<file path="src/rtl/core/assert_macros.svh">
// Shared assertion macros for the angle pipeline.
`ifndef ASSERT_MACROS_SVH
`define ASSERT_MACROS_SVH

// Check prop at every rising clk edge outside reset.
`define A2_ASSERT(lbl, clk, rst_n, prop, msg) \
  lbl: assert property (@(posedge clk) disable iff (!rst_n) prop) else $error(msg);

// Check that cond never holds at a rising clk edge outside reset.
`define A2_NEVER(lbl, clk, rst_n, cond, msg) \
  lbl: assert property (@(posedge clk) disable iff (!rst_n) !(cond)) else $error(msg);

`endif

</file>
<file path="src/rtl/core/atan2_pkg.sv">
`default_nettype none
package atan2_pkg;

  localparam int INPUT_WIDTH_DEF    = 16;
  localparam int ROTATION_STEPS_DEF = 16;

  localparam int FIELD_W    = 16;
  localparam int IN_DATA_W  = 32;
  localparam int OUT_DATA_W = 16;

  // Working widths: operands are scaled to 59 bits, CORDIC gain stays below 2^61.
  localparam int SCALE_TOP  = 59;
  localparam int DW         = 62;
  localparam int ZW         = 28;
  localparam int ANGLE_FRAC = 24;
  localparam int OUT_FRAC   = 13;

  localparam int HALF_PI_Z = 26353589;
  localparam int PI_OUT    = 25736;

  localparam logic signed [OUT_DATA_W-1:0] PI_OUT_S = OUT_DATA_W'(PI_OUT);

  // atan(2^-i) * 2^24 for the first nine steps.
  localparam logic [ZW-1:0] ARC_TABLE [0:8] = '{
    ZW'(13176795), ZW'(7778716), ZW'(4110060), ZW'(2086331), ZW'(1047214),
    ZW'(524117),   ZW'(262123),  ZW'(131069),  ZW'(65536)
  };

  typedef struct packed {
    logic signed [DW-1:0] x;
    logic signed [DW-1:0] y;
    logic signed [ZW-1:0] z;
    logic                 origin;
  } atan2_item_t;

  function automatic logic signed [ZW-1:0] arc_step(input int unsigned i);
    logic signed [ZW-1:0] res;
    if (i < 9) begin
      res = ARC_TABLE[i];
    end else if (i <= ANGLE_FRAC) begin
      res = ZW'(1) << (ANGLE_FRAC - i);
    end else begin
      res = '0;
    end
    return res;
  endfunction

endpackage
`default_nettype wire

</file>
<file path="src/rtl/core/atan2_prerot.sv">
`default_nettype none
module atan2_prerot #(
  parameter int INPUT_WIDTH = atan2_pkg::INPUT_WIDTH_DEF
) (
  input  wire logic                             clk,
  input  wire logic                             rst_n,
  input  wire logic                             in_valid,
  output logic                                  in_ready,
  input  wire logic [atan2_pkg::IN_DATA_W-1:0]  in_data,
  output logic                                  out_valid,
  input  wire logic                             out_ready,
  output atan2_pkg::atan2_item_t                out_item
);
  import atan2_pkg::*;
  `include "assert_macros.svh"

  localparam int SCALE_SH = SCALE_TOP - INPUT_WIDTH;

  logic [FIELD_W-1:0]     field_x;
  logic [FIELD_W-1:0]     field_y;
  logic [INPUT_WIDTH-1:0] raw_x;
  logic [INPUT_WIDTH-1:0] raw_y;
  logic signed [DW-1:0]   sx;
  logic signed [DW-1:0]   sy;
  atan2_item_t            item_nxt;
  atan2_item_t            item_r;
  logic                   valid_r;

  assign field_x = in_data[FIELD_W-1:0];
  assign field_y = in_data[2*FIELD_W-1:FIELD_W];

  // Take INPUT_WIDTH bits of each field; wider settings see the field zero-extended.
  if (INPUT_WIDTH <= FIELD_W) begin : g_narrow
    assign raw_x = field_x[INPUT_WIDTH-1:0];
    assign raw_y = field_y[INPUT_WIDTH-1:0];
  end else begin : g_wide
    assign raw_x = INPUT_WIDTH'(field_x);
    assign raw_y = INPUT_WIDTH'(field_y);
  end

  assign sx = DW'($signed(raw_x)) <<< SCALE_SH;
  assign sy = DW'($signed(raw_y)) <<< SCALE_SH;

  // Turn the left half plane by +/- pi/2.
  always_comb begin
    item_nxt.origin = (raw_x == '0) && (raw_y == '0);
    if (!sx[DW-1]) begin
      item_nxt.x = sx;
      item_nxt.y = sy;
      item_nxt.z = '0;
    end else if (!sy[DW-1]) begin
      item_nxt.x = sy;
      item_nxt.y = -sx;
      item_nxt.z = ZW'(HALF_PI_Z);
    end else begin
      item_nxt.x = -sy;
      item_nxt.y = sx;
      item_nxt.z = -ZW'(HALF_PI_Z);
    end
  end

  assign in_ready = !valid_r || out_ready;

  always_ff @(posedge clk) begin
    if (!rst_n) begin
      valid_r <= 1'b0;
    end else if (in_ready) begin
      valid_r <= in_valid;
    end
  end

  always_ff @(posedge clk) begin
    if (in_ready && in_valid) begin
      item_r <= item_nxt;
    end
  end

  assign out_valid = valid_r;
  assign out_item  = item_r;

  `A2_NEVER(a_prerot_right_half, clk, rst_n, valid_r && item_r.x[DW-1], "pre-rotated x is negative")

endmodule
`default_nettype wire

</file>
<file path="config.mk">
export PLATFORM = sky130hd
export DESIGN_NAME = atan2_prerot
export DESIGN_NICKNAME = d
export VERILOG_FILES = /design/src/rtl/core/atan2_pkg.sv /design/src/rtl/core/atan2_prerot.sv
export VERILOG_INCLUDE_DIRS = /design/src /design/src/rtl/core
export SDC_FILE = /design/constraint.sdc
export NUM_CORES = 1
export LEC_CHECK = 0
export ABC_AREA = 1
export BUFFER_PORTS_ARGS = -buffer_cell sky130_fd_sc_hd__buf_2
export CAP_MARGIN = 30
export CORE_ASPECT_RATIO = 1.2
export CORE_UTILIZATION = 48
export CTS_CLUSTER_DIAMETER = 120
export DETAILED_ROUTE_END_ITERATION = 10
export GPL_TIMING_DRIVEN = 0
export PLACE_DENSITY = 0.86
export SLEW_MARGIN = 30
export SYNTH_ARGS = -nofsm -noshare
export SYNTH_HDL_FRONTEND = slang
export SYNTH_SLANG_ARGS = --single-unit
</file>
<file path="constraint.sdc">
create_clock -name clk -period 7.85 [get_ports clk]
set_input_delay 1.57 -clock clk [delete_from_list [all_inputs] [get_ports clk]]
set_output_delay 1.57 -clock clk [all_outputs]
set_load 0.05 [all_outputs]
</file>
Yosys cells after proc, flatten, opt, wreduce, memory -nomap -nowiden

Cells that the tools add are included.

Flip-flop bits (word level): 154
Output and inout bits: 155
Logic and storage cells: 20

$add $sub $neg: 2
Muxes and demuxes: 2
Bitwise operators: 1
Reduce and logical (&&, ||, !) cells: 8

Operators by type and width:

| cell                  | number |
|---|---|
| two-way mux 148 bit   | 2 |
| negation 59 -> 62 bit | 2 |
| logical NOT 16 bit    | 2 |
| logical AND 1 bit     | 2 |
| AND reduction 2 bit   | 1 |
| OR reduction 2 bit    | 1 |
| logical NOT 1 bit     | 1 |
| logical OR 1 bit      | 1 |
| NOT 1 bit             | 1 |

Logic depth before layout (Yosys ltp)

Depth after elaboration: 3
Depth in mapped cells: 10
Gate-level depth less buffers: 10

Worst setup path before layout

No wires, ideal clock.

Path kind: input-to-reg
Start: input in_valid
End: register item_r (netlist bit out_item[0]) (enable)
Library setup time: 0.455 ns
Data arrival time: 3.665 ns
Required time: 7.395 ns
Slack: 3.730 ns
Stages: 2
Path buffers: 0
Cells stage by stage: inv_1 a21oi_1

Word-level cells in the longest chain between the ends: 1

Ends and longest elaborated chain:

| what                 | RTL line           | text |
|---|---|---|
| from (decl)          | atan2_prerot.sv:7  | `input wire logic in_valid,` |
| logical AND 1 bit    | atan2_prerot.sv:73 | `if (in_ready && in_valid) begin` |
| to (signal assigned) | atan2_prerot.sv:74 | `item_r <= item_nxt;` |
| to (decl)            | atan2_prerot.sv:26 | `atan2_item_t item_r;` |

No other way between the ends.
A chain may end at the register's enable or synchronous reset.

Final worst setup path

Start: input out_ready
End: output in_ready

Word-level cells in the longest chain between the ends: 1

Ends and longest elaborated chain:

| what             | RTL line           | text |
|---|---|---|
| from (decl)      | atan2_prerot.sv:11 | `input wire logic out_ready,` |
| logical OR 1 bit | atan2_prerot.sv:62 | `assign in_ready = !valid_r \|\| out_ready;` |
| to (decl)        | atan2_prerot.sv:8  | `output logic in_ready,` |

No other way between the ends.

==> results.cfg <==
[global_routing]
overflow = 0
track_usage_pct = 21.5
grt_pass1_wl_um = 12400
grt_start_max_net_pins = 25
grt_pass1_vias = 2857
antenna_found_initial = 0

[timing]
max_freq_mhz = 275
setup_viol = 0
worstMarginPinSlew_ns = 0.661
fin_hold_ws_ns = 0.553
fin_setup_tns_ns = 0
finalMaxSlewViolations = 0
fin_crit_sh_pct = 46.2
max_slew_margin_pct = 55.8
hold_viol_final = 0
rsz0062_at_grt = no
clock_skew_ns = 0.00515
period_minus_slack_ns = 3.63

[power]
leakage_nw = 2.46
max-vdd-ir-drop_mv = 0.133
powerDensity_nw_per_um2 = 180

[outcome]
status = finished clean

[worst_setup_path]
cp_data_required_time_ns = 6.28
start_kind = input port
end_kind = output pin
worst-path-max-fanout = 2
crit_type = in -> out
rr_startpoint = out_valid$_SDFFE_PN0N_
arrival_ns = 2.06
startpoint = out_ready

[cts]
clock_latency_ns = 0.29
cts_max_level = 2
cts_buffer_depth = 2
cts.reportedPaths.clkPinSlew_ns = 0.08
clock_sinks = 43
postCtsHoldBufs = 0
postCtsSetupRepairBufs = 0
cts_tree = done
root_buffer = clkbuf_8
cts_resized = 0
numCtsBuffers = 5

[worst_hold_path]
worstHoldPathType = reg -> reg
min-delay-start = out_valid$_SDFFE_PN0N_

[drt]
drt-pass1-iter-count = 4
vias_per_cell = 4.32
first_iter_violations = 160
totalWireLength_um = 7650
drc = 0
wl_per_cell_um = 11.0
ant_nets = 0
num_vias = 3009

[yosys]
synth_top_area_cell = edfxtp_1
ys_seq_area_share_pct = 38.5
ys_ff_latch = 43
synth_area_um2 = 3330
synthTopCellsByArea = edfxtp_1 38%, buf_4 25%, nand2_1 11%, nand3_1 5.4%, inv_1 3.3%
avgSynthCellArea_um2 = 8.11
ys_warn_count = 0
syn_inst = 411
synth_top_area_share_pct = 37.9
ys_types = 29

[placement]
routabilityCongestion = 0.875
place_area_um2 = 4330
dp_cells = 689
port_buffers = 104
hpwl_um = 6320

[floorplan]
die_x_um = 78.1
die-area_um2 = 7280
die_y_um = 93.3
start_util_pct = 50.7
core_um2 = 6570
row_count = 32
ios = 191

[finish]
n_antenna_cell = 0
syn2layout_area_growth_pct = 33.9
nets = 649
drive_gt1_share_pct = 39.9
final_cells = 697
nFillCells = 547
design_area_um2 = 4460
final_util_pct = 67.9

[flow_run]
drv_cap = 0
[kinds of logic (layout without fill, tap and decap cells)]
logic type | count (synthesis) | count (layout) | synth area share (%)
AO/OA/AOI/OAI | 31 | 31 | 5.33
XOR/XNOR | 9 | 9 | 2.37
adder cells (fa/ha/maj) | 2 | 2 | 0.751
buffers and inverters | 154 | 267 | 30.3
flip-flops | 43 | 43 | 38.5
other | 1 | 89 | 0.113
AND/OR/NAND/NOR | 171 | 171 | 22.7
[final cells by class]
| type | count | area (um2) | share of cell area [%] |
|---|---|---|---|
| repair buffers | 105 | 548 | 12.3 |
| plain buffers | 124 | 897 | 20.1 |
| multi-input cells | 302 | 1380 | 31.0 |
| clock buffers | 6 | 72.6 | 1.63 |
| clock inverters | 2 | 60.1 | 1.35 |
| well taps | 85 | 106 | 2.38 |
| flip-flops and latches | 43 | 1280 | 28.7 |
| inverters | 30 | 113 | 2.52 |
[synth_stat cells]
master / n
dfxtp_1: 1
a21boi_0: 1
a21oi_1: 3
nor2_4: 3
nor2_2: 2
o21ai_1: 2
nor3_4: 1
o221ai_1: 1
o21ai_0: 21
ha_1: 2
xor2_1: 7
nand2_1: 95
inv_1: 29
conb_1: 1
xnor2_1: 2
buf_4: 113
o211ai_1: 1
nand2_4: 1
buf_2: 6
clkbuf_1: 5
nand2_2: 3
nand3_1: 36
inv_2: 1
nor2_1: 23
o21ai_4: 1
nor3_1: 3
o21bai_1: 1
edfxtp_1: 42
nand4_1: 4
[through the flow]
stage,setup slack [ns],total power [mW]
floorplan,3.73,0.553
global placement,3.08,0.601
detailed placement,4.22,0.606
CTS,4.22,0.802
global route,4.19,0.832
finish,4.22,0.804
[placed cells by master (no fill, tap or decap), types with 2 or more instances in the layout]
cell / count
a21oi_1: 2
buf_2: 110
buf_4: 113
bufinv_16: 2
clkbuf_1: 6
clkbuf_8: 5
conb_1: 89
edfxtp_1: 42
ha_1: 2
inv_1: 29
nand2_1: 95
nand2_2: 3
nand3_1: 36
nand4_1: 4
nor2_1: 23
nor2_2: 2
nor2_4: 3
nor3_1: 3
o21ai_0: 21
o21ai_1: 2
xnor2_1: 2
xor2_1: 7
[registers in the layout, indices dropped and copies added, names as in the netlist]
name / cells
out_item: 42
out_valid: 1
[power by group]
part | internal, mW | leakage, nW | total (mW) | switching, mW
combinational | 0.0828 | 1.97 | 0.326 | 0.243
clock | 0.127 | 0.0654 | 0.200 | 0.0730
sequential | 0.273 | 0.419 | 0.278 | 0.00544
[routing by layer]
metal	share of wire [%]	GRT usage, %
met4	1.9	8.49
met2	51	39.3
met5	0	0
met3	10	4.88
met1	37	23.8
[final timing paths]
kind | endpoint | slack (ns) | cells past startpoint
max reg2reg | out_item[152]$_SDFFCE_PN0P_ | 6.39 | 2
min reg2reg | out_valid$_SDFFE_PN0N_ | 0.55 | 2
max | in_ready | 4.22 | 4
min | out_valid$_SDFFE_PN0N_ | 0.55 | 2
[worst max-delay path, cell delays in order]
cell	delay [ns]
buf_2	0.10
inv_1	0.10
nand2_1	0.08
buf_2	0.21
(Power assumes the default switching activity.)
