--- src/rtl/core/assert_macros.svh ---
// Shared assertion macros for the angle pipeline.
`ifndef ASSERT_MACROS_SVH
`define ASSERT_MACROS_SVH

// Check prop at every rising clk edge outside reset.
`define A2_ASSERT(lbl, clk, rst_n, prop, msg) \
  lbl: assert property (@(posedge clk) disable iff (!rst_n) prop) else $error(msg);

// Check that cond never holds at a rising clk edge outside reset.
`define A2_NEVER(lbl, clk, rst_n, cond, msg) \
  lbl: assert property (@(posedge clk) disable iff (!rst_n) !(cond)) else $error(msg);

`endif

--- src/rtl/core/atan2_pkg.sv ---
`default_nettype none
package atan2_pkg;

  localparam int INPUT_WIDTH_DEF    = 16;
  localparam int ROTATION_STEPS_DEF = 16;

  localparam int FIELD_W    = 16;
  localparam int IN_DATA_W  = 32;
  localparam int OUT_DATA_W = 16;

  // Working widths: operands are scaled to 59 bits, CORDIC gain stays below 2^61.
  localparam int SCALE_TOP  = 59;
  localparam int DW         = 62;
  localparam int ZW         = 28;
  localparam int ANGLE_FRAC = 24;
  localparam int OUT_FRAC   = 13;

  localparam int HALF_PI_Z = 26353589;
  localparam int PI_OUT    = 25736;

  localparam logic signed [OUT_DATA_W-1:0] PI_OUT_S = OUT_DATA_W'(PI_OUT);

  // atan(2^-i) * 2^24 for the first nine steps.
  localparam logic [ZW-1:0] ARC_TABLE [0:8] = '{
    ZW'(13176795), ZW'(7778716), ZW'(4110060), ZW'(2086331), ZW'(1047214),
    ZW'(524117),   ZW'(262123),  ZW'(131069),  ZW'(65536)
  };

  typedef struct packed {
    logic signed [DW-1:0] x;
    logic signed [DW-1:0] y;
    logic signed [ZW-1:0] z;
    logic                 origin;
  } atan2_item_t;

  function automatic logic signed [ZW-1:0] arc_step(input int unsigned i);
    logic signed [ZW-1:0] res;
    if (i < 9) begin
      res = ARC_TABLE[i];
    end else if (i <= ANGLE_FRAC) begin
      res = ZW'(1) << (ANGLE_FRAC - i);
    end else begin
      res = '0;
    end
    return res;
  endfunction

endpackage
`default_nettype wire

--- src/rtl/core/atan2_rot_stage.sv ---
`default_nettype none
module atan2_rot_stage #(
  parameter int unsigned STEP = 0
) (
  input  wire logic             clk,
  input  wire logic             rst_n,
  input  wire logic             in_valid,
  output logic                  in_ready,
  input  wire atan2_pkg::atan2_item_t in_item,
  output logic                  out_valid,
  input  wire logic             out_ready,
  output atan2_pkg::atan2_item_t out_item
);
  import atan2_pkg::*;

  localparam logic signed [ZW-1:0] ARC = arc_step(STEP);

  logic signed [DW-1:0] xs;
  logic signed [DW-1:0] ys;
  atan2_item_t          item_nxt;
  atan2_item_t          item_r;
  logic                 valid_r;

  assign xs = in_item.x >>> STEP;
  assign ys = in_item.y >>> STEP;

  // Rotate toward y = 0 and accumulate the angle.
  always_comb begin
    item_nxt.origin = in_item.origin;
    if (!in_item.y[DW-1]) begin
      item_nxt.x = in_item.x + ys;
      item_nxt.y = in_item.y - xs;
      item_nxt.z = in_item.z + ARC;
    end else begin
      item_nxt.x = in_item.x - ys;
      item_nxt.y = in_item.y + xs;
      item_nxt.z = in_item.z - ARC;
    end
  end

  assign in_ready = !valid_r || out_ready;

  always_ff @(posedge clk) begin
    if (!rst_n) begin
      valid_r <= 1'b0;
    end else if (in_ready) begin
      valid_r <= in_valid;
    end
  end

  always_ff @(posedge clk) begin
    if (in_ready && in_valid) begin
      item_r <= item_nxt;
    end
  end

  assign out_valid = valid_r;
  assign out_item  = item_r;

endmodule
`default_nettype wire

--- config.mk ---
export PLATFORM = sky130hd
export DESIGN_NAME = atan2_rot_stage
export DESIGN_NICKNAME = d
export VERILOG_FILES = /design/src/rtl/core/assert_macros.svh /design/src/rtl/core/atan2_pkg.sv /design/src/rtl/core/atan2_rot_stage.sv
export SDC_FILE = /design/constraint.sdc
export NUM_CORES = 1
export LEC_CHECK = 0
export ABC_AREA = 0
export BUFFER_PORTS_ARGS = -buffer_cell sky130_fd_sc_hd__clkbuf_2
export CORE_MARGIN = 10
export CORE_UTILIZATION = 40
export DETAILED_ROUTE_END_ITERATION = 8
export PLACE_DENSITY = 0.64
export SYNTH_ARGS = -nofsm -noshare
export SYNTH_HDL_FRONTEND = slang
export SYNTH_SLANG_ARGS = --single-unit
--- constraint.sdc ---
create_clock -name clk -period 6.9 [get_ports clk]
set_clock_uncertainty 0.15 [all_clocks]
set_input_delay 1.38 -clock clk [delete_from_list [all_inputs] [get_ports clk]]
set_output_delay 1.38 -clock clk [all_outputs]
set_load 0.005 [all_outputs]
======== After elaboration in Yosys (flattened, before gate mapping) ========
Index checks and enable logic that the tools add are counted.
word-level totals
  register bits ........................... 154
  word-level logic and storage cells ...... 14
  ROM bits ................................ 0
  output and inout port bits .............. 155
  bits in writable memories ............... 0
  memories kept ........................... 0
  bits in latches ......................... 0
cells by class
  multiply operators ...................... 0
  multiplexer cells ....................... 1
  magnitude comparators ................... 0
  bitwise gates (word level) .............. 0
  reductions and logical operators ........ 3
  divide/modulo/power cells ............... 0
  $add $sub $neg .......................... 5
  equality and inequality tests ........... 0
  shift-type cells ........................ 0
operators by type and width
  cell                                                                   count
  152-bit two-way mux                                                    1
  62-bit subtractor                                                      2
  62-bit adder                                                           1
  28-bit by 25-bit adder with 28-bit output, second input constant       1
  28-bit by 25-bit subtractor with 28-bit output, second input constant  1
  1-bit logical AND                                                      1
  1-bit logical NOT                                                      1
  1-bit logical OR                                                       1

======== Logic depth before layout (Yosys ltp) ========
  depth in word-level cells ............... 3
  gate-level depth with buffers ........... 16
  mapped depth without buffers ............ 13

======== Worst setup path after synthesis ========
OpenSTA, ideal clock, no wires.
  kind .................................... input to register
  start ................................... in out_ready
  end ..................................... reg item_r, in the netlist out_item[0] (enable)
  cell stages on the path ................. 2
  buffers on the path ..................... 0
  path slack .............................. 1.200 ns
  data arrival time ....................... 5.020 ns
  path through ............................ nand2b_1 and2_1
between the ends
  word-level cells in the longest chain between the ends .. 2
ends and longest elaborated chain
  element                 RTL line               RTL
  start: declaration      atan2_rot_stage.sv:11  input wire logic out_ready,
  1-bit logical OR        atan2_rot_stage.sv:41  assign in_ready = !valid_r || out_ready;
  1-bit logical AND       atan2_rot_stage.sv:52  if (in_ready && in_valid) begin
  end signal: assignment  atan2_rot_stage.sv:53  item_r <= item_nxt;
  end: declaration        atan2_rot_stage.sv:21  atan2_item_t item_r;
Every way passes these cells.
A chain may end at the register's enable or synchronous reset.

==> impl_table.tex <==
\begin{tabular}{lr}
\hline
Metric & Value \\
\hline
\multicolumn{2}{l}{\textbf{Power and ir drop}} \\
Internal power & 0.002331 W \\
Worst voltage drop across the vdd grid & 130.3 µV \\
Pwr dens & 188.8 nW/µm² \\
Portion of total power attributed to sequential cells & 32.4\% \\
Fraction of power consumed by combinational cells & 41.6\% \\
Sw power & 0.001533 W \\
Leak & 9.048 nW \\
Proportion of power drawn by the clock network & 26.0\% \\
Post-layout total power & 0.003864 W \\
Switching power as a share of total power & 39.68\% \\
\multicolumn{2}{l}{\textbf{Hold path}} \\
Hold Path Class & flip-flop to flip-flop \\
\multicolumn{2}{l}{\textbf{Finish}} \\
Growth of design area from synthesis to finish & 14.82\% \\
Core Util, Final & 46.38\% \\
Fraction of layout instances using a drive strength above 1 & 15.74\% \\
Most frequent cells in the layout & sky130\_fd\_sc\_hd\_\_clkbuf\_2 (310), sky130\_fd\_sc\_hd\_\_a21oi\_1 (279), sky130\_fd\_sc\_hd\_\_ha\_1 (225) \\
Count of nets after finishing & 2863 \\
Final std cell area, no fill & 20460 µm² \\
Most common library cell in the layout ignoring fill and taps & sky130\_fd\_sc\_hd\_\_clkbuf\_2 \\
Non-filler instance count after layout & 3083 \\
\multicolumn{2}{l}{\textbf{Timing}} \\
Slew Limit Fails & 0 \\
Count of final setup violators & 0 \\
Final Cycle Share & 83.70\% \\
Total Negative Setup Slacks & 0 ns \\
Final Hold Viols & 0 \\
Setup repair after global routing missed its margin & no \\
Slew HR & 28.14\% \\
Slew of the pin with the lowest slew margin & 1.073 ns \\
Top achievable clock speed & 173.2 MHz \\
Tmin final & 5.775 ns \\
\multicolumn{2}{l}{\textbf{Critical path}} \\
Library cell appearing most often on the critical path & sky130\_fd\_sc\_hd\_\_a31oi\_1 \\
Crit-path slowest cell & sky130\_fd\_sc\_hd\_\_o311ai\_0 \\
Maximum fanout along the worst path & 14 \\
Ordered list of cells on the worst path & clkbuf\_2 > inv\_1 > ha\_1 > or4\_4 > or3\_1 > a31oi\_1 > o2111ai\_1 > nand4b\_1 > a22oi\_1 > a31oi\_1 > a31oi\_1 > o311ai\_0 \\
Critical Path Source Type & input port \\
Worst setup EP type & flip-flop \\
Data arrival time at the worst-slack endpoint & 5.79 ns \\
Data required time of the critical path & 6.92 ns \\
Max incr delay on CP & 0.78 ns \\
Kind of critical path & input port to flip-flop \\
\multicolumn{2}{l}{\textbf{Floorplan}} \\
Number of core rows & 77 \\
Die area & 53400 µm² \\
Initial core utilization & 40.39\% \\
DIE HEIGHT & 231.1 µm \\
Number of ports placed on the die boundary & 312 \\
Chip Width & 231.1 µm \\
Placeable core region & 44120 µm² \\
\multicolumn{2}{l}{\textbf{CTS}} \\
CTS Hold Bufs & 0 \\
Clock tree from TritonCTS & done \\
Master cell of the clock root buffer & sky130\_fd\_sc\_hd\_\_clkbuf\_16 \\
Clock-pin slew on the worst setup and hold paths & 0.07 ns \\
Post-CTS setup repair buffer count & 0 \\
H-Tree Depth & 4 \\
CTS Buf Count & 17 \\
Sinks on Clock Net & 153 \\
Clock buffer depth & 2 \\
Clock latency on the worst-skew pair & 0.48 ns \\
Post-CTS resize count & 0 \\
\multicolumn{2}{l}{\textbf{Yosys}} \\
Syn avg cell area & 7.996 µm² \\
Cell type with the largest total area after synthesis & sky130\_fd\_sc\_hd\_\_edfxtp\_1 \\
Post-synth EDFFs & 152 \\
Count of different cell masters after synthesis & 75 \\
Main synth FF type & sky130\_fd\_sc\_hd\_\_edfxtp\_1 \\
Async SR Flop Fraction & 0\% \\
Post-synthesis instance area & 17820 µm² \\
Flops \& latches, synth & 153 \\
Post-synth net total & 2615 \\
Synth top area cells & sky130\_fd\_sc\_hd\_\_edfxtp\_1 (26\%), sky130\_fd\_sc\_hd\_\_ha\_1 (16\%), sky130\_fd\_sc\_hd\_\_a21oi\_1 (7.8\%) \\
Synth top area share & 25.61\% \\
Share of synthesized area occupied by flip-flops and latches & 25.72\% \\
Number of warning messages in the yosys log & 0 \\
Count of mapped cells out of synthesis & 2229 \\
\multicolumn{2}{l}{\textbf{Routing}} \\
Post-Route M1 WL & 30.48 mm \\
Routed wire length & 70.39 mm \\
Routed length per placed instance & 22.83 µm \\
Remaining design rule violation count & 0 \\
Vias per inst & 5.939 \\
Number of nets with antenna violations after routing & 0 \\
Number of detailed-route iterations in the first pass & 6 \\
Via count & 18.31k \\
Topmost layer with routed signal wires & met4 \\
Metal2 WL & 32.40 mm \\
WL met3 & 5.743 mm \\
Iteration-0 DRC Markers & 1942 \\
\multicolumn{2}{l}{\textbf{Global routing}} \\
Gr usage total & 25.41\% \\
Global-route wire length before repair & 106.7 mm \\
Number of global-route vias before repair & 17.83k \\
Overflow left after global routing & 0 \\
Antenna violations before repair & 0 \\
Pin count of the biggest net entering global routing & 93 \\
\multicolumn{2}{l}{\textbf{Placed design}} \\
Number of buffers inserted by port buffering & 311 \\
Area of placed instances & 19870 µm² \\
Routability Congestion & 0.9872 \\
HPWL after DPL & 56.91 mm \\
Placed insts & 3050 \\
\multicolumn{2}{l}{\textbf{Outcome}} \\
Result of the run & completed \\
\multicolumn{2}{l}{\textbf{Run}} \\
Max-cap violation count & 0 \\
\hline
\end{tabular}
cell type report:
cell class / count / area, µm²
multi-input combinational: 1772 / 12090
antenna: 1 / 2.502
clock buffer: 18 / 429.2
timing repair buffer: 325 / 1677
clock inverter: 14 / 160.2
fill: 4528 / 23660
tap: 592 / 740.7
sequential: 153 / 4584
inverter: 208 / 782.0
synth_stat cells, types with 41 or more instances:
cell type and number:
sky130_fd_sc_hd__nor2_1 218, sky130_fd_sc_hd__a21oi_1 279, sky130_fd_sc_hd__o21bai_1 55, sky130_fd_sc_hd__clkbuf_1 80
sky130_fd_sc_hd__o21ai_0 172, sky130_fd_sc_hd__nor3_1 46, sky130_fd_sc_hd__xnor2_1 119, sky130_fd_sc_hd__nand2_1 126
sky130_fd_sc_hd__ha_1 225, sky130_fd_sc_hd__edfxtp_1 152, sky130_fd_sc_hd__inv_1 201, sky130_fd_sc_hd__a21o_1 41
routing by layer:
layer	vias to the layer above	track usage (%)
met3	110	5.851
met2	858	41.88
met5	-	0
li1	8555	-
met1	8788	32.77
met4	0	6.968
worst max-delay path, delay by kind of cell:
kind                       cells  cell delay (ns)
AOI/OAI and AO/OA              6             2.55
buffers and inverters          2             0.15
adders and majority gates      1             0.49
and+or+nand+nor                3             1.21
metrics by stage:
| step | setup slack (ns) | hold WS [ns] |
|---|---|---|
| after global placement | 0.7374 | 0.3690 |
| after detailed placement | 0.6972 | 0.3863 |
| after CTS | 1.203 | 0.3957 |
| after floorplan | 1.200 | 0.3866 |
| final | 1.125 | 0.3865 |
| after global routing | 1.024 | 0.4253 |
registers in the layout, indices dropped and copies added (netlist names):
name       count
out_item     152
out_valid      1
power groups by stage:
stage | clock [W] | sequential, W | combinational, W
CTS | 0.00102 | 0.00125 | 0.00159
finish | 0.00100 | 0.00125 | 0.00161
global placement | 0 | 0.00127 | 0.00157
global route | 0.00105 | 0.00126 | 0.00175
floorplan | 0 | 0.00129 | 0.000961
detailed placement | 0 | 0.00127 | 0.00157
final timing paths:
kind                     from             to  slack [ns]  cells past startpoint
setup / recovery  in_item[38]  out_item[148]        1.12                     12
hold reg to reg     out_valid      out_valid        0.39                      2
setup reg to reg    out_valid   out_item[44]        4.67                      3
hold / removal      out_valid      out_valid        0.39                      2
kinds of logic (layout without fill, tap and decap cells):
family          count (synthesis)  in the layout  synth area share (%)
simple gates                  594            594                 15.70
xor+xnor                      139            139                 6.831
buf+inv                       304            565                 6.473
flops                         153            153                 25.72
mux                            31             31                 1.748
compound gates                779            779                 27.27
fa+ha+maj                     229            229                 16.25
other cells                     0              1                     0
No activity file was read; power rests on OpenSTA's default activity.
