$ cat config.mk
export PLATFORM = sky130hd
export DESIGN_NAME = atan2_round
export DESIGN_NICKNAME = d
export VERILOG_FILES = /design/src/rtl/core/assert_macros.svh /design/src/rtl/core/atan2_pkg.sv /design/src/rtl/core/atan2_round.sv
export SDC_FILE = /design/constraint.sdc
export NUM_CORES = 1
export LEC_CHECK = 0
export BUFFER_PORTS_ARGS = -buffer_cell sky130_fd_sc_hd__clkbuf_2
export CAP_MARGIN = 20
export CORE_MARGIN = 10
export CORE_UTILIZATION = 35
export DETAILED_ROUTE_END_ITERATION = 8
export PLACE_DENSITY = 0.83
export SETUP_SLACK_MARGIN = 0.5
export SYNTH_ARGS = -nofsm -noshare
export SYNTH_HDL_FRONTEND = slang
export SYNTH_SLANG_ARGS = --single-unit
$ cat constraint.sdc
create_clock -name clk -period 4.8 [get_ports clk]
set_clock_uncertainty 0.05 [all_clocks]
set_input_delay 0.24 -clock clk [delete_from_list [all_inputs] [get_ports clk]]
set_output_delay 0.24 -clock clk [all_outputs]
set_load 0.02 [all_outputs]
$ cat src/rtl/core/assert_macros.svh
// Shared assertion macros for the angle pipeline.
`ifndef ASSERT_MACROS_SVH
`define ASSERT_MACROS_SVH

// Check prop at every rising clk edge outside reset.
`define A2_ASSERT(lbl, clk, rst_n, prop, msg) \
  lbl: assert property (@(posedge clk) disable iff (!rst_n) prop) else $error(msg);

// Check that cond never holds at a rising clk edge outside reset.
`define A2_NEVER(lbl, clk, rst_n, cond, msg) \
  lbl: assert property (@(posedge clk) disable iff (!rst_n) !(cond)) else $error(msg);

`endif

$ cat src/rtl/core/atan2_pkg.sv
`default_nettype none
package atan2_pkg;

  localparam int INPUT_WIDTH_DEF    = 16;
  localparam int ROTATION_STEPS_DEF = 16;

  localparam int FIELD_W    = 16;
  localparam int IN_DATA_W  = 32;
  localparam int OUT_DATA_W = 16;

  // Working widths: operands are scaled to 59 bits, CORDIC gain stays below 2^61.
  localparam int SCALE_TOP  = 59;
  localparam int DW         = 62;
  localparam int ZW         = 28;
  localparam int ANGLE_FRAC = 24;
  localparam int OUT_FRAC   = 13;

  localparam int HALF_PI_Z = 26353589;
  localparam int PI_OUT    = 25736;

  localparam logic signed [OUT_DATA_W-1:0] PI_OUT_S = OUT_DATA_W'(PI_OUT);

  // atan(2^-i) * 2^24 for the first nine steps.
  localparam logic [ZW-1:0] ARC_TABLE [0:8] = '{
    ZW'(13176795), ZW'(7778716), ZW'(4110060), ZW'(2086331), ZW'(1047214),
    ZW'(524117),   ZW'(262123),  ZW'(131069),  ZW'(65536)
  };

  typedef struct packed {
    logic signed [DW-1:0] x;
    logic signed [DW-1:0] y;
    logic signed [ZW-1:0] z;
    logic                 origin;
  } atan2_item_t;

  function automatic logic signed [ZW-1:0] arc_step(input int unsigned i);
    logic signed [ZW-1:0] res;
    if (i < 9) begin
      res = ARC_TABLE[i];
    end else if (i <= ANGLE_FRAC) begin
      res = ZW'(1) << (ANGLE_FRAC - i);
    end else begin
      res = '0;
    end
    return res;
  endfunction

endpackage
`default_nettype wire

$ cat src/rtl/core/atan2_round.sv
`default_nettype none
module atan2_round (
  input  wire logic                               clk,
  input  wire logic                               rst_n,
  input  wire logic                               in_valid,
  output logic                                    in_ready,
  input  wire atan2_pkg::atan2_item_t             in_item,
  output logic                                    out_valid,
  input  wire logic                               out_ready,
  output logic [atan2_pkg::OUT_DATA_W-1:0]        out_angle
);
  import atan2_pkg::*;

  localparam int RSH = ANGLE_FRAC - OUT_FRAC;

  logic signed [ZW:0]         zsum;
  logic signed [ZW:0]         zq;
  logic signed [ZW:0]         lim;
  logic [OUT_DATA_W-1:0]      angle_nxt;
  logic [OUT_DATA_W-1:0]      angle_r;
  logic                       valid_r;

  assign lim  = (ZW + 1)'(PI_OUT);
  assign zsum = (ZW + 1)'(in_item.z) + ((ZW + 1)'(1) <<< (RSH - 1));
  assign zq   = zsum >>> RSH;

  // Round half up to 13 fraction bits, clamp to +/- pi, force the origin to zero.
  always_comb begin
    if (in_item.origin) begin
      angle_nxt = '0;
    end else if (zq > lim) begin
      angle_nxt = PI_OUT_S;
    end else if (zq < -lim) begin
      angle_nxt = -PI_OUT_S;
    end else begin
      angle_nxt = zq[OUT_DATA_W-1:0];
    end
  end

  assign in_ready = !valid_r || out_ready;

  always_ff @(posedge clk) begin
    if (!rst_n) begin
      valid_r <= 1'b0;
    end else if (in_ready) begin
      valid_r <= in_valid;
    end
  end

  always_ff @(posedge clk) begin
    if (in_ready && in_valid) begin
      angle_r <= angle_nxt;
    end
  end

  assign out_valid = valid_r;
  assign out_angle = angle_r;

endmodule
`default_nettype wire

Yosys cells after proc, flatten, opt, wreduce, memory -nomap -nowiden
Cells that the tools add are included.

Word-level logic and storage cells: 14. Output and inout port bits: 18. Bits in registers: 17. Input port bits: 157.

Reductions and logical operators: 5. $lt $le $gt $ge: 2. Multiplexer cells: 2. Add/sub/neg operators: 1.

Operator list (number): $add A28 B12 Y29 const B (1); $gt A18 B16 Y1 const B (1); $lt A18 B16 Y1 const B (1); $mux W16 (1); $mux W15 (1); $reduce_or A3 Y1 (1); $reduce_or A2 Y1 (1); $logic_and A1 B1 Y1 (1); $logic_not A1 Y1 (1); $logic_or A1 B1 Y1 (1).

Logic depth before layout (Yosys ltp)
Gate-level depths: netlist (run 1).

Depth in word-level cells: 4. Gate-level depth with buffers: 11. Mapped depth without buffers: 9.

Worst setup path before layout (run 1)
Ideal clock, no wire load.

Path type: input port to flip-flop. Start: input port in_item[17] (netlist name). End: register angle_r[0], in the netlist out_angle[0] (data pin). Required time: 4.482 ns. Setup time: 0.268 ns. Arrival time: 1.953 ns. Path slack: 2.528 ns. Buffers on the path: 3. Stages: 11. Path through: buf_2 -> and4_1 -> buf_2 -> and3_1 -> nand3_1 -> xor2_1 -> or3_1 -> o22ai_1 -> a21o_1 -> buf_6 -> nor3b_2.

Cells in the longest elaborated chain, start to end: 3. Elaborated cells on any way between the ends: 4. Classes of those cells: add/sub: 1; order compare: 2; reduce/logical: 1.

RTL lines: start, declared (RTL line atan2_round.sv:7) `input wire atan2_pkg::atan2_item_t in_item,`; $add A28 B12 Y29 (*) (RTL line atan2_round.sv:24) `assign zsum = (ZW + 1)'(in_item.z) + ((ZW + 1)'(1) <<< (RSH - 1));`; $gt A18 B16 Y1 / $lt A18 B16 Y1 (equally long branches) (RTL line atan2_round.sv:31, atan2_round.sv:33); $reduce_or A3 Y1 (no line) (*); end signal, assigned (RTL line atan2_round.sv:52) `angle_r <= angle_nxt;`; end, declared (RTL line atan2_round.sv:20) `logic [OUT_DATA_W-1:0] angle_r;`.

Mark *: on every way between the ends. The rest lies on a longest branch, timed or not. A chain may end at the register's enable or synchronous reset.

Worst setup path after layout (run 1)
Start: input port in_item[15] (netlist name). End: register angle_r[7], in the netlist out_angle[7] (data pin).

Cells in the longest elaborated chain, start to end: 4. Elaborated cells on any way between the ends: 5. Classes of those cells: add/sub: 1; order compare: 2; mux: 2.

RTL lines: $add A28 B12 Y29 (*) (RTL line atan2_round.sv:24); $lt A18 B16 Y1 (RTL line atan2_round.sv:33) `end else if (zq < -lim) begin`; $mux W16 (RTL line atan2_round.sv:33); $mux W15 (*) (RTL line atan2_round.sv:31) `end else if (zq > lim) begin`.

Marks and branches as above.

==> flow_summary.ini, run 1 <==
[outcome]
status = finished clean

[yosys]
synth_top_area_cell = edfxtp_1
synth_top_area_share = 0.3145
syn-num-nets = 333
synth.avg_cell_area_um2 = 8.730
ys_warn_count = 0
synthCells = 175
ys_ff_latch = 17
synth_ff_type = edfxtp_1
synth-edff-count = 16
ys_types = 51
synthTopCellsByArea = edfxtp_1 31%, xnor2_1 6.3%, a21oi_1 4.3%
async_flop_share = 0
synth_area_um2 = 1528
synth.yosys.seq_area_share = 0.3276

[finish]
syn_to_final_growth_pct = 14.00
fillers = 406
finalInstanceArea_um2 = 1742
nets = 363
drive_gt1_frac = 0.2647
antenna_cells = 0

[min_path]
hp-class = in -> reg
hold_end = out_valid
hold_depth = 2
hold_start = rst_n

[grt]
grt_pass1_wl_um = 6651
grt_max_degree = 17
gr-total-overflow = 0
antenna_found_initial = 0
track_usage = 0.1089
first_global_vias = 1386

[placement]
routabilityCongestion = 0.9241
dp_hpwl_um = 3177
pre_cts_ws_ns = 1.935
port-buffer-count = 40
post_dp_cell_area_um2 = 1695

[clock_tree]
cts_sinks = 17
clk_latency_ns = 0.25
ctsResizeCount = 0
htreeDepth = 1
cts-root-buf = clkbuf_8
cts_hold_buf = 0
cts_buffer_depth = 2
tritoncts = yes
clk_pin_slew_ns = 0.07
cts_setup_buffers = 0
cts_buffers = 3

[critical_path]
crit_path_max_incr_delay_ns = 0.42
path_cells = clkbuf_2 -> and4_1 -> and3_1 -> nand3_1 -> xor2_1 -> a21boi_0 -> o21ai_1 -> a21oi_2 -> o31ai_1
r2r-start = out_valid
startpoint_type = input pin
crit_required_ns = 4.74
endpoint_kind = flop
cp.arrival_ns = 2.58
r2r_slack_ns = 3.34
r2r_cells = 2
path_class = in -> reg
cp_max_fo = 15
slowest_stage = and4_1
rr_endpoint = out_angle[1]

[floorplanning]
row_count = 23
start_util = 0.3712
die_x_um = 86.07
core_area_um2 = 4115
ios = 175
die_y_um = 86.07
die-area_um2 = 7407

[flow_run]
cap_violations = 0

[sta]
finalHoldViolCount = 0
setup_viol = 0
min_period_ns = 2.640
fin_ws_ns = 2.160
max_slew_margin = 0.5046
fin_crit_sh = 0.5500
whs_ns = 0.1714
slew_violations = 0
tns_ns = 0
rsz0062_at_grt = false
worst_pin_slew_ns = 0.7431
fmax_mhz = 378.8

[route]
vias = 1497
drt-met1-wl_um = 1655
firstDrtPassIters = 5
initialDrtViolationCount = 158
route.detailed.drc = 0
dr_wl_met3_um = 541
highest_layer = met4
via_per_inst = 5.894
routed_wl_um = 4149
postRouteAntennaNets = 0
wl_per_cell_um = 16.33
wl_met2_um = 1905

[pwr]
power_w = 0.0003902
cellPowerDensity_nw_per_um2 = 224.1
p_leak_nw = 0.6243
ir_drop_v = 0.0001082
synth_stat cells (all sizes together) (2+ instances only):
master  number
a21boi       3
a21o         2
a21oi       15
a31oi        5
and2         2
and3         3
and4         4
buf         13
clkbuf       2
edfxtp      16
nand2       17
nand2b       3
nand3        7
nand3b       2
nand4        5
nand4b       3
nor2        12
nor3         9
nor3b        3
o21ai        7
o31ai        7
o41ai        2
xnor2       11
xor2         5
cell families (layout without fill, tap and decap cells):
family,count (synthesis),count (layout),share of synthesized area
flip-flops,17,17,0.3276
adder cells (fa/ha/maj),1,1,0.008189
XOR/XNOR,16,16,0.09173
buffers and inverters,16,45,0.06469
AND/OR/NAND/NOR,73,73,0.2760
AO/OA/AOI/OAI,52,52,0.2318
cells in the final DEF, fill, tap and decap left out, types with 4 or more instances in the layout:
cell type  instances
nor3_1             6
xor2_1             5
nor2_1            12
a21oi_1           13
o21ai_0            5
edfxtp_1          16
nand3_1            6
a31oi_1            5
xnor2_1           11
o31ai_1            7
clkbuf_2          40
nand4_1            4
nand2_1           17
worst max-delay path: cells and delay by family:
kind,cells,cell delay [ns]
and+or+nand+nor,3,0.84
xor gates and xnor gates,1,0.27
buffers and inverters,1,0.26
AOI/OAI and AO/OA,4,0.96
report_power, final:
group	internal, W	switching [W]	total (W)
Clock	0.0000576	0.0000493	0.000107
Combinational	0.0000359	0.0000689	0.000105
Sequential	0.000176	0.00000297	0.000179
sequential cells by signal, indices dropped and copies added (netlist names):
signal	flops
out_angle	16
out_valid	1
worst max path at each step:
stage / depth (start not counted) / endpoint / startpoint
after detailed placement: 9 / out_angle[7] / in_item[15]
after CTS: 9 / out_angle[7] / in_item[15]
after floorplan: 11 / out_angle[0] / in_item[17]
after global placement: 9 / out_angle[7] / in_item[15]
after global routing: 10 / out_angle[9] / in_item[12]
final: 9 / out_angle[7] / in_item[15]
metal layers:
layer  GRT usage  vias to the layer above
met5           0                        -
met4     0.02246                        0
met3     0.05487                       10
met2      0.1684                       80
met1      0.1322                      685
li1            -                      722
cell type report:
cell class	count	area, µm²	area share
clock buffers	3	41.29	0.02371
clock inverters	1	5.005	0.002874
repair buffers	40	200.2	0.1149
multi-input cells	142	928.4	0.5330
inverters	1	3.754	0.002155
flip-flops and latches	17	500.5	0.2874
well taps	50	62.56	0.03592
per-stage QoR:
step | util | std cells
floorplan | - | 175
global placement | 0.4120 | 250
detailed placement | 0.4120 | 250
CTS | 0.4232 | 254
global route | 0.4232 | 254
finish | 0.4232 | 254
No activity file was read; power rests on OpenSTA's default activity.
==> inputs of run 2 (changes only) <==
--- a/config.mk
+++ b/config.mk
@@ -8,9 +8,9 @@
 export BUFFER_PORTS_ARGS = -buffer_cell sky130_fd_sc_hd__clkbuf_2
 export CAP_MARGIN = 20
 export CORE_MARGIN = 10
-export CORE_UTILIZATION = 35
+export CORE_UTILIZATION = 31
 export DETAILED_ROUTE_END_ITERATION = 8
-export PLACE_DENSITY = 0.83
+export PLACE_DENSITY = 0.78
 export SETUP_SLACK_MARGIN = 0.5
 export SYNTH_ARGS = -nofsm -noshare
 export SYNTH_HDL_FRONTEND = slang
==> constraint.sdc (replaced) <==
create_clock -name clk -period 2.2 [get_ports clk]
set_clock_uncertainty 0.05 [all_clocks]
set_input_delay 0.11 -clock clk [delete_from_list [all_inputs] [get_ports clk]]
set_output_delay 0.11 -clock clk [all_outputs]
set_load 0.02 [all_outputs]
==> flow_summary.ini, run 2 (same netlist as run 1, synthesis figures left out) <==
[placement]
dp_hpwl_um = 3418
routabilityCongestion = 0.8917
port-buffer-count = 40
pre_cts_ws_ns = -0.06348
post_dp_cell_area_um2 = 2032

[pwr]
ir_drop_v = 0.0002116
p_leak_nw = 0.9297
switching_share = 0.2994
p_sw_w = 0.0002755
p_clk_frac = 0.243
cellPowerDensity_nw_per_um2 = 388.8
power_w = 0.0009199
seqPwrFrac = 0.422
pwr-share-comb = 0.335
p_int_w = 0.0006445

[flow_run]
cap_violations = 0

[floorplanning]
core_area_um2 = 4755
ios = 175
row_count = 25
die_x_um = 90.20
die_y_um = 90.20
die-area_um2 = 8136
start_util = 0.3213

[critical_path]
r2r_cells = 2
rr_endpoint = out_angle[2]
startpoint_type = input pin
endpoint_kind = flop
critPathTopFamily = simple AND/OR/NAND/NOR gates
crit_path_max_incr_delay_ns = 0.39
path_cells = clkbuf_16 -> ha_4 -> and3_4 -> nand3b_1 -> a21boi_2 -> nor2_1 -> or3_1 -> o22ai_1 -> a21o_1 -> buf_12 -> nor3_2
cp_max_fo = 10
r2r_slack_ns = 0.80
slowest_stage = or3_1
cp.arrival_ns = 1.93
crit_buf_inv = 2
path_class = in -> reg
r2r-start = out_valid
crit_required_ns = 2.14

[sta]
fin_crit_sh = 0.9010
finalHoldViolCount = 0
tns_ns = 0
setup_viol = 0
worst_pin_slew_ns = 0.6467
whs_ns = 0.03995
fmax_mhz = 504.5
rsz0062_at_grt = true
slew_violations = 0
fin_ws_ns = 0.2177
min_period_ns = 1.982
max_slew_margin = 0.5688

[min_path]
hp-class = in -> reg
hold_depth = 2
hold_start = rst_n
hold_end = out_valid

[route]
firstDrtPassIters = 4
postRouteAntennaNets = 0
routed_wl_um = 4511
wl_per_cell_um = 14.28
vias = 1632
route.detailed.drc = 0
initialDrtViolationCount = 152
via_per_inst = 5.165

[grt]
grt_max_degree = 17
antenna_found_initial = 0
gr-total-overflow = 0
first_global_vias = 1625
track_usage = 0.1094
grt_pass1_wl_um = 7583

[clock_tree]
cts_hold_buf = 0
htreeDepth = 1
clk_pin_slew_ns = 0.06
tritoncts = yes
cts_buffers = 3
cts_buffer_depth = 2
clk_latency_ns = 0.25
cts-root-buf = clkbuf_8
cts_sinks = 17

[finish]
fillers = 454
nets = 408
final_cell_mix = 39 x buf_4, 36 x clkbuf_2, 16 x nand2_1, 16 x edfxtp_1, 12 x a21oi_1
finalInstanceArea_um2 = 2366
antenna_cells = 0
final_common_cell = buf_4
syn_to_final_growth_pct = 54.87
drive_gt1_frac = 0.4900
largest_reg_flops = 16

[outcome]
status = finished clean
run 2: changes by cell type in the layout (fill, tap and decap cells not counted), sizes merged:
cell,previous run,this run
buf,0,45
clkbuf,43,42
nand3,7,8
run 2: cell type report:
class                   count  area [µm²]  share of cell area
clock inverters             1       5.005            0.002115
multi-input cells         143        1105              0.4669
well taps                  67       83.83             0.03543
flip-flops and latches     17       500.5              0.2115
repair buffers             84       626.9              0.2649
inverters                   1       3.754            0.001586
clock buffers               3       41.29             0.01745
run 2: repair_timing:
item	4_1_cts	5_1_grt
setup endpoints to repair	15	15
gates cloned	1	0
pin swaps	17	12
gates resized for setup	26	4
setup buffers	11	5
run 2: power groups by stage:
stage | clock network [W] | registers [W] | logic [W]
after floorplan | 0 | 0.000427 | 0.000141
after global placement | 0 | 0.000395 | 0.000264
after detailed placement | 0 | 0.000395 | 0.000270
after CTS | 0.000227 | 0.000389 | 0.000302
after global routing | 0.000245 | 0.000391 | 0.000335
final | 0.000224 | 0.000388 | 0.000308
run 2: worst max path at each step:
stage / to / cells after the start / slack (ns) / startpoint
after floorplan: out_angle[0] / 10 / 0.20 / in_item[11]
after global placement: out_angle[0] / 11 / -0.06 / in_item[11]
after detailed placement: out_angle[0] / 11 / -0.06 / in_item[11]
after CTS: out_angle[0] / 11 / 0.28 / in_item[11]
after global routing: out_angle[9] / 11 / 0.16 / in_item[12]
final: out_angle[1] / 11 / 0.22 / in_item[12]
run 2: metal layers:
metal / share of wire / up-vias / routed length, µm / global-route usage
met5: 0 / - / 0 / 0
met4: 0.012 / 0 / 55 / 0.04775
met3: 0.063 / 4 / 284 / 0.02660
met2: 0.49 / 57 / 2220 / 0.1877
met1: 0.43 / 746 / 1951 / 0.1258
li1: - / 825 / - / -
run 2: per-stage QoR:
stage	utilization	instances
after floorplan	-	175
after global placement	0.4274	295
after detailed placement	0.4274	295
after CTS	0.4863	311
after global routing	0.4976	316
final	0.4976	316
run 2: worst register-to-register path: stages, from the launching register on:
cell      delay [ns]
dfxtp_1         0.31
nand2b_1        0.11
and2_1          0.56
==> inputs of run 3 (changes only) <==
--- a/config.mk
+++ b/config.mk
@@ -5,12 +5,12 @@
 export SDC_FILE = /design/constraint.sdc
 export NUM_CORES = 1
 export LEC_CHECK = 0
+export ABC_AREA = 1
 export BUFFER_PORTS_ARGS = -buffer_cell sky130_fd_sc_hd__clkbuf_2
 export CAP_MARGIN = 20
-export CORE_MARGIN = 10
 export CORE_UTILIZATION = 31
 export DETAILED_ROUTE_END_ITERATION = 8
-export PLACE_DENSITY = 0.78
+export PLACE_DENSITY = 0.77
 export SETUP_SLACK_MARGIN = 0.5
 export SYNTH_ARGS = -nofsm -noshare
 export SYNTH_HDL_FRONTEND = slang
==> flow_summary.ini, run 3 <==
[yosys]
ys_types = 22
synth_top_area_cell = edfxtp_1
synth.area.mux_share = 0
synth_common_cells = 89 x nand2_1, 49 x nor2_1, 42 x inv_1
synth-edff-count = 16
synthTopCellsByArea = edfxtp_1 31%, nand2_1 21%, nor2_1 12%
synth_ff_type = edfxtp_1
synth_top_family_by_area = simple AND/OR/NAND/NOR gates
synth-simple-area-share = 0.5064
async_flop_share = 0
synth_xor_area_frac = 0.005582
ys_ff_latch = 17
synth.most_common_cell = nand2_1
synth_adder_area_share = 0.007974
synth.yosys.seq_area_share = 0.3190
synth_compound_area_frac = 0.05104
syn-num-nets = 415
synth.avg_cell_area_um2 = 6.105
synth_top_area_share = 0.3062
synthCells = 257
ys_warn_count = 0
synth_area_um2 = 1569

[floorplanning]
row_count = 25
ios = 175
core_area_um2 = 4786
die_y_um = 73.14
die-area_um2 = 5349
start_util = 0.3278
die_x_um = 73.14

[placement]
port-buffer-count = 40
dp_hpwl_um = 3339
routabilityCongestion = 0.8536

[critical_path]
startpoint = in_item[12]
endpoint = out_angle[3]
r2r_slack_ns = 1.14
startpoint_type = input pin
crit_required_ns = 2.15
r2r_cells = 2
r2r-start = out_valid
cp.arrival_ns = 1.77
cp_max_fo = 7
endpoint_kind = flop
rr_endpoint = out_angle[7]
path_class = in -> reg

[route]
firstDrtPassIters = 5
vias = 1731
routed_wl_um = 4320
route.detailed.drc = 0
via_per_inst = 4.579
wl_per_cell_um = 11.43
initialDrtViolationCount = 49
postRouteAntennaNets = 0

[finish]
nets = 470
fillers = 487
final_common_cell = nand2_1
largest_reg_flops = 16
drive_gt1_frac = 0.4051
final_cell_mix = 61 x nand2_1, 38 x inv_1, 37 x clkbuf_2
syn_to_final_growth_pct = 42.66
antenna_cells = 0

[sta]
whs_ns = 0.04423
fmax_mhz = 551.2
fin_crit_sh = 0.8247
rsz0062_at_grt = true
finalHoldViolCount = 0
tns_ns = 0
slew_violations = 0
max_slew_margin = 0.8319
worst_pin_slew_ns = 0.2516
min_period_ns = 1.814
setup_viol = 0

[grt]
grt_max_degree = 17
antenna_found_initial = 0
grt_pass1_wl_um = 6755
track_usage = 0.1638
gr-total-overflow = 0
first_global_vias = 1517

[clock_tree]
cts_hold_buf = 0
clk_latency_ns = 0.24
cts_buffers = 3
clk_pin_slew_ns = 0.06
htreeDepth = 1
cts_buffer_depth = 2
cts_sinks = 17
tritoncts = yes
cts-root-buf = clkbuf_8

[pwr]
ir_drop_v = 0.0002368
p_leak_nw = 1.093
cellPowerDensity_nw_per_um2 = 403.5
power_w = 0.0009031

[min_path]
hp-class = in -> reg

[flow_run]
cap_violations = 0

[outcome]
status = finished clean
run 3: worst min path at each step:
stage                     startpoint         to  slack [ns]  cells past startpoint
after global routing           rst_n  out_valid        0.04                      2
after CTS                      rst_n  out_valid        0.04                      2
after detailed placement       rst_n  out_valid        0.30                      2
final                          rst_n  out_valid        0.04                      2
after global placement         rst_n  out_valid        0.30                      2
after floorplan                rst_n  out_valid        0.21                      1
run 3: cell families after synthesis:
family	Yosys count
buf+inv	44
fa+ha+maj	1
compound gates	14
simple gates	180
xor+xnor	1
flops	17
run 3: critical path, cell delays in order:
cell     delay, ns
buf_8         0.08
ha_4          0.16
nand2_4       0.06
nor2_4        0.22
nand2_2       0.12
nor2_1        0.10
nand2_1       0.07
a21oi_2       0.17
nand2_1       0.09
nor2_2        0.12
nand2_2       0.10
nand3_4       0.16
nand2_2       0.06
nor2_1        0.09
nor2_1        0.04
run 3: final cells by class:
class	count	area, µm²	share of cell area
clock buffers	3	41.29	0.01845
clock inverters	1	5.005	0.002236
inverters	43	161.4	0.07211
multi-input cells	197	1137	0.5081
flip-flops and latches	17	500.5	0.2236
well taps	67	83.83	0.03745
repair buffers	50	309.0	0.1381
run 3: repair_timing:
item	4_1_cts	5_1_grt
resized for setup	12	61
pin swaps	11	30
gates cloned	1	0
setup buffers	3	6
endpoints found under the setup margin	16	16
run 3: where the power goes:
| group | switching, W | total (W) | internal [W] | leakage (nW) |
|---|---|---|---|---|
| sequential | 0.00000525 | 0.000386 | 0.000381 | 0.168 |
| clock | 0.0000973 | 0.000223 | 0.000125 | 0.0255 |
| combinational | 0.000194 | 0.000294 | 0.000100 | 0.900 |
run 3: per-stage QoR:
step	cell area [µm²]	setup slack, ns	cells	util
final	2238	0.3858	378	0.4677
after floorplan	1595	0.5099	257	-
after global placement	1876	0.1279	364	0.3919
after CTS	2009	0.4810	372	0.4199
after global routing	2238	0.2795	378	0.4677
after detailed placement	1876	0.06966	364	0.3919
run 3: per-layer routing:
metal | vias to the layer above | wire length [µm] | track usage
met5 | - | 0 | 0
li1 | 918 | - | -
met2 | 44 | 2340 | 0.2973
met3 | 2 | 142 | 0.01243
met1 | 767 | 1804 | 0.2046
met4 | 0 | 34 | 0.05011
